`src/design/bfs_pkg.sv`:
```
// Shared types and constants for the bounded FIFO server with tail drop.
// No dependencies; every other file in this block imports it.
`timescale 1ns / 1ps

package bfs_pkg;

   localparam int TIME_W  = 48;
   localparam int INDEX_W = 16;
   localparam int LIMIT_W = 5;

   localparam logic [TIME_W-1:0] TIME_MAX = 48'hFFFF_FFFF_FFFF;
   localparam logic [LIMIT_W-1:0] LIMIT_RESET = 5'd16;

   typedef struct packed {
      logic [31:0] arrival_time;
      logic [31:0] service_duration;
      logic        end_of_batch;
   } req_type;

   typedef struct packed {
      logic [INDEX_W-1:0] request_index;
      logic [TIME_W-1:0]  finish_time;
      logic               rejected;
      logic               last_of_run;
   } rsp_type;

   // one waiting request as held in a queue cell
   typedef struct packed {
      logic [INDEX_W-1:0] request_index;
      logic [31:0]        arrival_time;
      logic [31:0]        service_duration;
   } entry_type;

   typedef enum logic [1:0] {
      ST_IDLE,
      ST_WORK,
      ST_FINISH
   } state_type;

endpackage

```
`src/design/bfs_cell.sv`:
```
// One slot of the waiting queue, built as a shift chain toward the head.
// Depends on bfs_pkg for entry_type.
`timescale 1ns / 1ps

module bfs_cell
   import bfs_pkg::*;
(
   input  logic      clock,
   input  logic      shift,
   input  logic      load,
   input  entry_type upper,
   input  entry_type new_entry,
   output entry_type entry
);

   entry_type entry_ff;
   entry_type entry_in;

   // load a new tail entry, or advance the neighbor's entry on a pop
   always_comb begin
      entry_in = entry_ff;
      if (load) begin
         entry_in = new_entry;
      end else if (shift) begin
         entry_in = upper;
      end
   end

   always_ff @(posedge clock) begin
      entry_ff <= entry_in;
   end

   assign entry = entry_ff;

endmodule

```
`src/design/bfs_server.sv`:
```
// Service time unit: start at the later of busy-until and arrival, add the
// duration, saturate at the largest time. Depends on bfs_pkg.
`timescale 1ns / 1ps

module bfs_server
   import bfs_pkg::*;
(
   input  logic [TIME_W-1:0] busy_until,
   input  logic [31:0]       arrival_time,
   input  logic [31:0]       service_duration,
   output logic [TIME_W-1:0] finish_time
);

   logic [TIME_W-1:0] arrival_ext;
   logic [TIME_W-1:0] start_time;
   logic [TIME_W:0]   sum;

   always_comb begin
      arrival_ext = TIME_W'(arrival_time);
      start_time  = (busy_until < arrival_ext) ? arrival_ext : busy_until;
      sum         = {1'b0, start_time} + (TIME_W + 1)'(service_duration);
      finish_time = sum[TIME_W] ? TIME_MAX : sum[TIME_W-1:0];
   end

endmodule

```
`src/design/bounded_fifo_server_with_tail_drop_unit.sv`:
```
// Top level of the bounded FIFO server with tail drop; instantiates
// bfs_cell (queue chain) and bfs_server (finish time). Depends on bfs_pkg.
`timescale 1ns / 1ps

// A request is taken when start is high and busy is low. Busy then stays high
// while the request is handled and while every waiting request that it
// releases (served before it, or drained at end of batch) is served, and no
// new request is taken until busy falls again, after those releases. The
// release loop runs through the one shared finish-time adder, one queued
// request per cycle. Results come out on rsp_data with a single-cycle rsp_valid
// strobe and cannot be held off, so the receiver must take each one when it
// appears; the final result of a request is on the ports in the first cycle
// with busy low. A request yields zero to QUEUE_DEPTH+1 results; the final one
// of each request carries last_of_run. The waiting queue is a chain of cells
// with the oldest request in cell zero; a pop moves every entry one cell toward
// the head. Write the queue limit through csr_ only while busy is low.

module bounded_fifo_server_with_tail_drop_unit
   import bfs_pkg::*;
#(
   parameter int QUEUE_DEPTH = 16
) (
   input  logic                clock,
   input  logic                reset,
   input  logic                start,
   output logic                busy,
   input  req_type             req_data,
   output logic                rsp_valid,
   output rsp_type             rsp_data,
   input  logic                csr_write_enable,
   input  logic [LIMIT_W-1:0]  csr_write_data
);

   localparam int CW    = $clog2(QUEUE_DEPTH + 1);
   localparam int CMP_W = 7;

   state_type state_ff, state_in;

   logic [LIMIT_W-1:0] queue_limit_ff, queue_limit_in;
   logic [31:0]        t_ff, t_in;
   logic [31:0]        d_ff, d_in;
   logic               last_ff, last_in;
   logic [INDEX_W-1:0] idx_ff, idx_in;
   logic [INDEX_W-1:0] next_index_ff, next_index_in;
   logic [TIME_W-1:0]  busy_until_ff, busy_until_in;
   logic [CW-1:0]      count_ff, count_in;
   logic               pend_valid_ff, pend_valid_in;
   rsp_type            pend_ff, pend_in;
   logic               rsp_valid_ff, rsp_valid_in;
   rsp_type            rsp_data_ff, rsp_data_in;

   // control decoded from the state
   logic               accept;
   logic               do_pop;
   logic               do_push;
   logic               serve;
   logic               new_valid;
   rsp_type            new_rsp;
   logic               flush;
   logic               clear;

   logic               can_pop;
   logic               server_free;
   logic               room;
   logic [CMP_W-1:0]   limit;
   logic               drain_more;

   entry_type          cell_q [QUEUE_DEPTH];
   entry_type          head;
   entry_type          tail_entry;
   logic [31:0]        srv_arrival;
   logic [31:0]        srv_duration;
   logic [TIME_W-1:0]  finish;

   // ---------------------------------------------------------------
   // Queue chain: cell zero holds the oldest waiting request
   // ---------------------------------------------------------------
   assign tail_entry = '{request_index: idx_ff, arrival_time: t_ff,
                         service_duration: d_ff};

   for (genvar i = 0; i < QUEUE_DEPTH; i++) begin : g_cell
      entry_type upper;
      if (i == QUEUE_DEPTH - 1) begin : g_end
         assign upper = cell_q[i];
      end else begin : g_mid
         assign upper = cell_q[i+1];
      end
      bfs_cell u_cell (
         .clock     (clock),
         .shift     (do_pop),
         .load      (do_push && (count_ff == CW'(i))),
         .upper     (upper),
         .new_entry (tail_entry),
         .entry     (cell_q[i])
      );
   end

   assign head = cell_q[0];

   // ---------------------------------------------------------------
   // Finish time: the head on a pop, otherwise the arriving request
   // ---------------------------------------------------------------
   assign srv_arrival  = do_pop ? head.arrival_time     : t_ff;
   assign srv_duration = do_pop ? head.service_duration : d_ff;

   bfs_server u_server (
      .busy_until       (busy_until_ff),
      .arrival_time     (srv_arrival),
      .service_duration (srv_duration),
      .finish_time      (finish)
   );

   // ---------------------------------------------------------------
   // Decisions
   // ---------------------------------------------------------------
   always_comb begin
      limit = (CMP_W'(queue_limit_ff) > CMP_W'(QUEUE_DEPTH)) ?
              CMP_W'(QUEUE_DEPTH) : CMP_W'(queue_limit_ff);
      server_free = busy_until_ff <= TIME_W'(t_ff);
      can_pop     = (count_ff != '0) && server_free;
      room        = CMP_W'(count_ff) < limit;
      drain_more  = last_ff && (count_ff != '0);
      accept      = start && (state_ff == ST_IDLE);
   end

   // next state
   always_comb begin
      state_in = state_ff;
      case (state_ff)
         ST_IDLE: begin
            if (start) state_in = ST_WORK;
         end
         ST_WORK: begin
            if (!can_pop) state_in = ST_FINISH;
         end
         ST_FINISH: begin
            if (!drain_more) state_in = ST_IDLE;
         end
         default: state_in = ST_IDLE;
      endcase
   end

   // state outputs
   always_comb begin
      do_pop    = 1'b0;
      do_push   = 1'b0;
      serve     = 1'b0;
      new_valid = 1'b0;
      new_rsp   = '0;
      flush     = 1'b0;
      clear     = 1'b0;
      case (state_ff)
         ST_WORK: begin
            if (can_pop) begin
               // serve queued requests whose turn comes at or before this arrival
               do_pop    = 1'b1;
               serve     = 1'b1;
               new_valid = 1'b1;
               new_rsp.request_index = head.request_index;
               new_rsp.finish_time   = finish;
            end else if ((count_ff == '0) && server_free) begin
               serve     = 1'b1;
               new_valid = 1'b1;
               new_rsp.request_index = idx_ff;
               new_rsp.finish_time   = finish;
            end else if (room) begin
               do_push = 1'b1;
            end else begin
               // tail drop
               new_valid = 1'b1;
               new_rsp.request_index = idx_ff;
               new_rsp.rejected      = 1'b1;
            end
         end
         ST_FINISH: begin
            if (drain_more) begin
               do_pop    = 1'b1;
               serve     = 1'b1;
               new_valid = 1'b1;
               new_rsp.request_index = head.request_index;
               new_rsp.finish_time   = finish;
            end else begin
               flush = 1'b1;
               clear = last_ff;
            end
         end
         default: begin
         end
      endcase
   end

   // ---------------------------------------------------------------
   // Register next values
   // ---------------------------------------------------------------
   always_comb begin
      queue_limit_in = csr_write_enable ? csr_write_data : queue_limit_ff;

      t_in    = accept ? req_data.arrival_time     : t_ff;
      d_in    = accept ? req_data.service_duration : d_ff;
      last_in = accept ? req_data.end_of_batch     : last_ff;
      idx_in  = accept ? next_index_ff             : idx_ff;

      next_index_in = next_index_ff;
      if (accept) next_index_in = next_index_ff + 1'b1;
      if (clear)  next_index_in = '0;

      busy_until_in = busy_until_ff;
      if (serve) busy_until_in = finish;
      if (clear) busy_until_in = '0;

      count_in = count_ff;
      if (do_pop)  count_in = count_ff - 1'b1;
      if (do_push) count_in = count_ff + 1'b1;

      // hold one result back so the final one of a request can be marked
      pend_in       = new_valid ? new_rsp : pend_ff;
      pend_valid_in = pend_valid_ff;
      if (flush)     pend_valid_in = 1'b0;
      if (new_valid) pend_valid_in = 1'b1;

      rsp_valid_in = pend_valid_ff && (new_valid || flush);
      rsp_data_in  = pend_ff;
      rsp_data_in.last_of_run = flush;
   end

   always_ff @(posedge clock) begin
      if (reset) begin
         state_ff       <= ST_IDLE;
         queue_limit_ff <= LIMIT_RESET;
         next_index_ff  <= '0;
         busy_until_ff  <= '0;
         count_ff       <= '0;
         pend_valid_ff  <= 1'b0;
         rsp_valid_ff   <= 1'b0;
      end else begin
         state_ff       <= state_in;
         queue_limit_ff <= queue_limit_in;
         next_index_ff  <= next_index_in;
         busy_until_ff  <= busy_until_in;
         count_ff       <= count_in;
         pend_valid_ff  <= pend_valid_in;
         rsp_valid_ff   <= rsp_valid_in;
      end
   end

   // payload: no reset
   always_ff @(posedge clock) begin
      t_ff        <= t_in;
      d_ff        <= d_in;
      last_ff     <= last_in;
      idx_ff      <= idx_in;
      pend_ff     <= pend_in;
      rsp_data_ff <= rsp_data_in;
   end

   assign busy      = (state_ff != ST_IDLE);
   assign rsp_valid = rsp_valid_ff;
   assign rsp_data  = rsp_data_ff;

   // ---------------------------------------------------------------
   // Assertions
   // ---------------------------------------------------------------
   a_count_bound: assert property (@(posedge clock) disable iff (reset)
      CMP_W'(count_ff) <= CMP_W'(QUEUE_DEPTH))
      else $error("queue occupancy above depth");

   a_pop_push: assert property (@(posedge clock) disable iff (reset)
      !(do_pop && do_push))
      else $error("pop and push in the same cycle");

   a_last_ends: assert property (@(posedge clock) disable iff (reset)
      rsp_valid && rsp_data.last_of_run |-> state_ff == ST_IDLE)
      else $error("final result of a transaction while still busy");

   a_rsp_source: assert property (@(posedge clock) disable iff (reset)
      rsp_valid |-> $past(state_ff) != ST_IDLE)
      else $error("result strobe without work in progress");

endmodule

```
`config.mk`:
```
export PLATFORM = sky130hd
export DESIGN_NAME = bounded_fifo_server_with_tail_drop_unit
export DESIGN_NICKNAME = d
export VERILOG_FILES = /design/src/design/bfs_pkg.sv /design/src/design/bfs_cell.sv /design/src/design/bfs_server.sv /design/src/design/bounded_fifo_server_with_tail_drop_unit.sv
export SDC_FILE = /design/constraint.sdc
export NUM_CORES = 2
export LEC_CHECK = 0
export BUFFER_PORTS_ARGS = -buffer_cell sky130_fd_sc_hd__buf_2
export CORE_ASPECT_RATIO = 0.9
export CORE_MARGIN = 1
export CORE_UTILIZATION = 30
export CTS_CLUSTER_SIZE = 25
export DETAILED_ROUTE_END_ITERATION = 8
export MAX_ROUTING_LAYER = met4
export SLEW_MARGIN = 20
export SYNTH_ARGS = -nofsm -noshare
export SYNTH_HDL_FRONTEND = slang
export SYNTH_SLANG_ARGS = --single-unit
```
`constraint.sdc`:
```
create_clock -name clock -period 8 [get_ports clock]
set_clock_uncertainty 0.05 [all_clocks]
set_input_delay 0.4 -clock clock [delete_from_list [all_inputs] [get_ports clock]]
set_output_delay 0.4 -clock clock [all_outputs]
set_load 0.02 [all_outputs]
```
==> results by group <==
Logic synthesis
  – Post-Syn Area: 66600 µm²
  – Register area share after synthesis: 68.6%
  – Adder-cell area share of the yosys netlist: 2.10%
  – Syn Area/Cell: 14.7 µm²
  – Primary FF master, synth: edfxtp_1
  – Largest family of logic cells by synthesized area: multiplexers
  – Share of synthesized registers carrying an async set or reset: 0%
  – Distinct cell type count after synthesis: 77
  – Syn_nets: 4714
  – Synth Register Bits: 1570
  – Syn Inst Count: 4529
  – Simple-gate share of the synthesized area: 5.24%
  – Synth Area in XOR/XNOR: 0.670%
  – EDFF count, synth: 1426
  – Compound-Gate Fraction of Synth Area: 5.65%
  – Post-synthesis mux area share: 15.3%
  – Warnings, synthesis: 0

Clock network
  – CTS tree: built
  – CTS max path bufs: 3
  – CTS buffer count: 163
  – Worst skew pair latency: 0.81 ns
  – Clock slew at reported path FFs: 0.07 ns
  – # H-tree levels: 4
  – Root Buffer: clkbuf_16
  – Clock Sinks: 1570

Power and ir drop
  – Comb power frac: 14.2%
  – Switching part of the total: 27.1%
  – P_int: 14.5 mW
  – Peak VDD IR: 0.207 mV
  – Power Density: 254 nW/µm²
  – P_leak: 27.6 nW
  – Psw: 5.39 mW
  – Sequential power share: 48.3%
  – Clock Power Share: 37.5%

Layout
  – Register Area: 45700 µm²
  – Fillers: 21000
  – Non-filler cells, final: 7908
  – Syn-to-layout area delta: 17.6%
  – Final net count: 5069
  – Share of cells above drive strength 1: 28.8%
  – Multi-input gate area: 19600 µm²
  – Final core utilization: 35.6%
  – # diodes: 0

Setup path
  – Worst EP arrival: 8.37 ns
  – Worst-path maximum fanout: 14
  – Crit start category: register
  – Crit path max-delay cell type: edfxtp_1
  – Worst EP required: 8.64 ns
  – Worst path top cell family by delay: compound AO/OA/AOI/OAI gates
  – CP peak stage delay: 0.49 ns
  – Setup Crit Path Kind: register to register
  – Crit. End Element: register
  – Worst path bufs/invs: 8

Global routing
  – Vias in the first global route: 38800
  – Global route overflow: 0
  – GRT Total Usage: 16.0%
  – First-pass GRT wire length: 262000 µm
  – Initial antenna violation count: 10
  – Largest net degree at the start of global routing: 113

Route
  – Pre-antenna DRT Iters: 6
  – Drt drc: 0
  – First DRT Iteration DRCs: 3297
  – Total number of vias: 38600
  – Routed WL: 176000 µm
  – Wire per inst: 22.3 µm
  – Remaining antenna violation count: 0
  – Vias per Instance: 4.89

Floorplan
  – Core area: 220000 µm²
  – Width of the die: 499 µm
  – Std-Cell Rows: 163
  – Starting density of the core: 30.3%
  – I/O pin total: 142
  – Die footprint: 224000 µm²
  – Chip height: 449 µm

Timing
  – Worst-margin pin slew: 1.10 ns
  – Endpoints failing hold: 0
  – Relative slew margins: 26.8%
  – Worst hold slack: 0.117 ns
  – Slew Viols, Final: 0
  – Setup violations, final: 0
  – Fmax: 129 MHz
  – Final min period: 7.73 ns
  – Tcrit/Tclk final: 96.6%

Place
  – Placed Cells: 7502
  – Placer Congestion: 0.925
  – HPWL after detailed placement: 110000 µm
  – Input/output buffers: 141

Run
  – Max-Cap Viols: 0

Status
  – Status: complete, no violations

Worst hold path
  – Worst Hold Class: input port to register
==> power groups by stage <==
stage	Clock [mW]	Sequential (mW)	Combinational (mW)
finish	7.48	9.63	2.82
CTS	7.67	9.65	2.76
detailed placement	0	9.82	2.70
global route	7.95	9.68	3.07
global placement	0	9.81	2.72
floorplan	0	9.65	1.45
==> state kept, by name, indices dropped and copies added (netlist names), 2 cells and up <==
name                 cells
idx_ff                  16
g_cell.u_cell.entry   1280
count_ff                 5
busy_until_ff           48
pend_ff                 65
state_ff                 2
d_ff                    32
next_index_ff           16
queue_limit_ff           5
rsp_data                66
t_ff                    32
==> worst paths after layout <==
path / cells after the start / endpoint / start / slack [ns]
worst max register to register: 33 / busy_until_ff[17] / t_ff[13] / 0.27
worst min register to register: 0 / rsp_data[9] / pend_ff[9] / 0.27
worst max-delay path: 33 / busy_until_ff[17] / t_ff[13] / 0.27
worst min-delay path: 4 / next_index_ff[0] / start / 0.12
==> cells in the mapped netlist (11+ instances only) <==
master	number	share of area, %
clkbuf_1	196	1.1
nand2_1	518	2.9
o21ai_0	380	2.9
a21oi_1	154	1.2
a21o_1	17	0.19
nor3_1	21	0.16
o21ai_1	11	0.083
a22o_1	16	0.21
nand4_1	26	0.24
buf_1	18	0.10
xor2_1	23	0.30
nand3_1	29	0.22
buf_2	94	0.71
ha_1	110	2.1
mux2_1	149	2.5
mux2i_1	47	0.71
nor2_1	149	0.84
mux2_2	710	12
inv_1	83	0.47
edfxtp_1	1426	64
o211ai_1	12	0.14
dfxtp_1	144	4.3
o21a_1	15	0.17
xnor2_1	28	0.37
and3_1	17	0.16
==> logic make-up after synthesis <==
family | after synthesis
buf+inv | 397
simple gates | 821
fa+ha+maj | 111
compound gates | 671
flops | 1570
mux | 908
xor+xnor | 51
==> final cells by class <==
type	count	share of cell area, %
sequential	1570	58.3
multi-input combinational	2562	25.1
clock buffer	206	5.45
timing repair buffer	504	4.92
tap	2887	4.61
clock inverter	96	1.22
inverter	83	0.401
==> metal layers <==
layer | wire, µm | vias up | GRT usage (%) | share of wire [%]
li1 | - | 17600 | - | -
met4 | 3250 | 0 | 3.52 | 1.8
met5 | 0 | - | - | 0
met2 | 81100 | 966 | 24.7 | 46
met3 | 9410 | 230 | 2.54 | 5.3
met1 | 82400 | 19800 | 22.0 | 47
==> cell usage in the layout (no fill, tap or decap), types with 19 or more instances in the layout <==
cell	n
clkbuf_16	165
edfxtp_1	1426
xnor2_1	28
mux2i_1	46
dfxtp_1	143
inv_1	76
dlygate4sd3_1	81
nand3_1	25
buf_4	263
xor2_1	23
nor3_1	19
nand4_1	26
mux2_1	149
nand2_1	502
nor2_1	148
o21ai_0	373
clkinv_1	36
ha_1	110
mux2_2	710
a21oi_1	148
clkinv_2	19
buf_2	141
clkbuf_1	40
==> stage by stage <==
step | cell area, µm² | worst slack, ns | total power [mW] | setup TNS (ns)
floorplan | 66600 | 0.137 | 11.1 | 0
global placement | 71900 | -0.216 | 12.5 | -3.26
detailed placement | 71900 | -0.202 | 12.5 | -4.05
CTS | 78000 | 0.0365 | 20.1 | 0
global route | 78400 | -0.0266 | 20.7 | -0.0754
finish | 78400 | 0.273 | 19.9 | 0
==> worst reg2reg max path, delay by kind of cell (launching register included) <==
kind | cells | cell delay [ns]
AO/OA/AOI/OAI | 13 | 3.38
buffers and inverters | 8 | 1.19
AND/OR/NAND/NOR | 7 | 1.14
adder cells (fa/ha/maj) | 4 | 1.05
flip-flops | 1 | 0.49
multiplexers | 1 | 0.31
==> what timing repair did <==
| action | 4_1_cts | 5_1_grt |
|---|---|---|
| pin swaps | 0 | 11 |
| resized for setup | 4 | 42 |
| setup endpoints to repair | 67 | 96 |
| hold buffers | 81 | 0 |
| endpoints found under the hold margin | 77 | 0 |
| cloned | 0 | 2 |
| buffers inserted | 0 | 20 |
No activity file was read; power rests on OpenSTA's default activity.
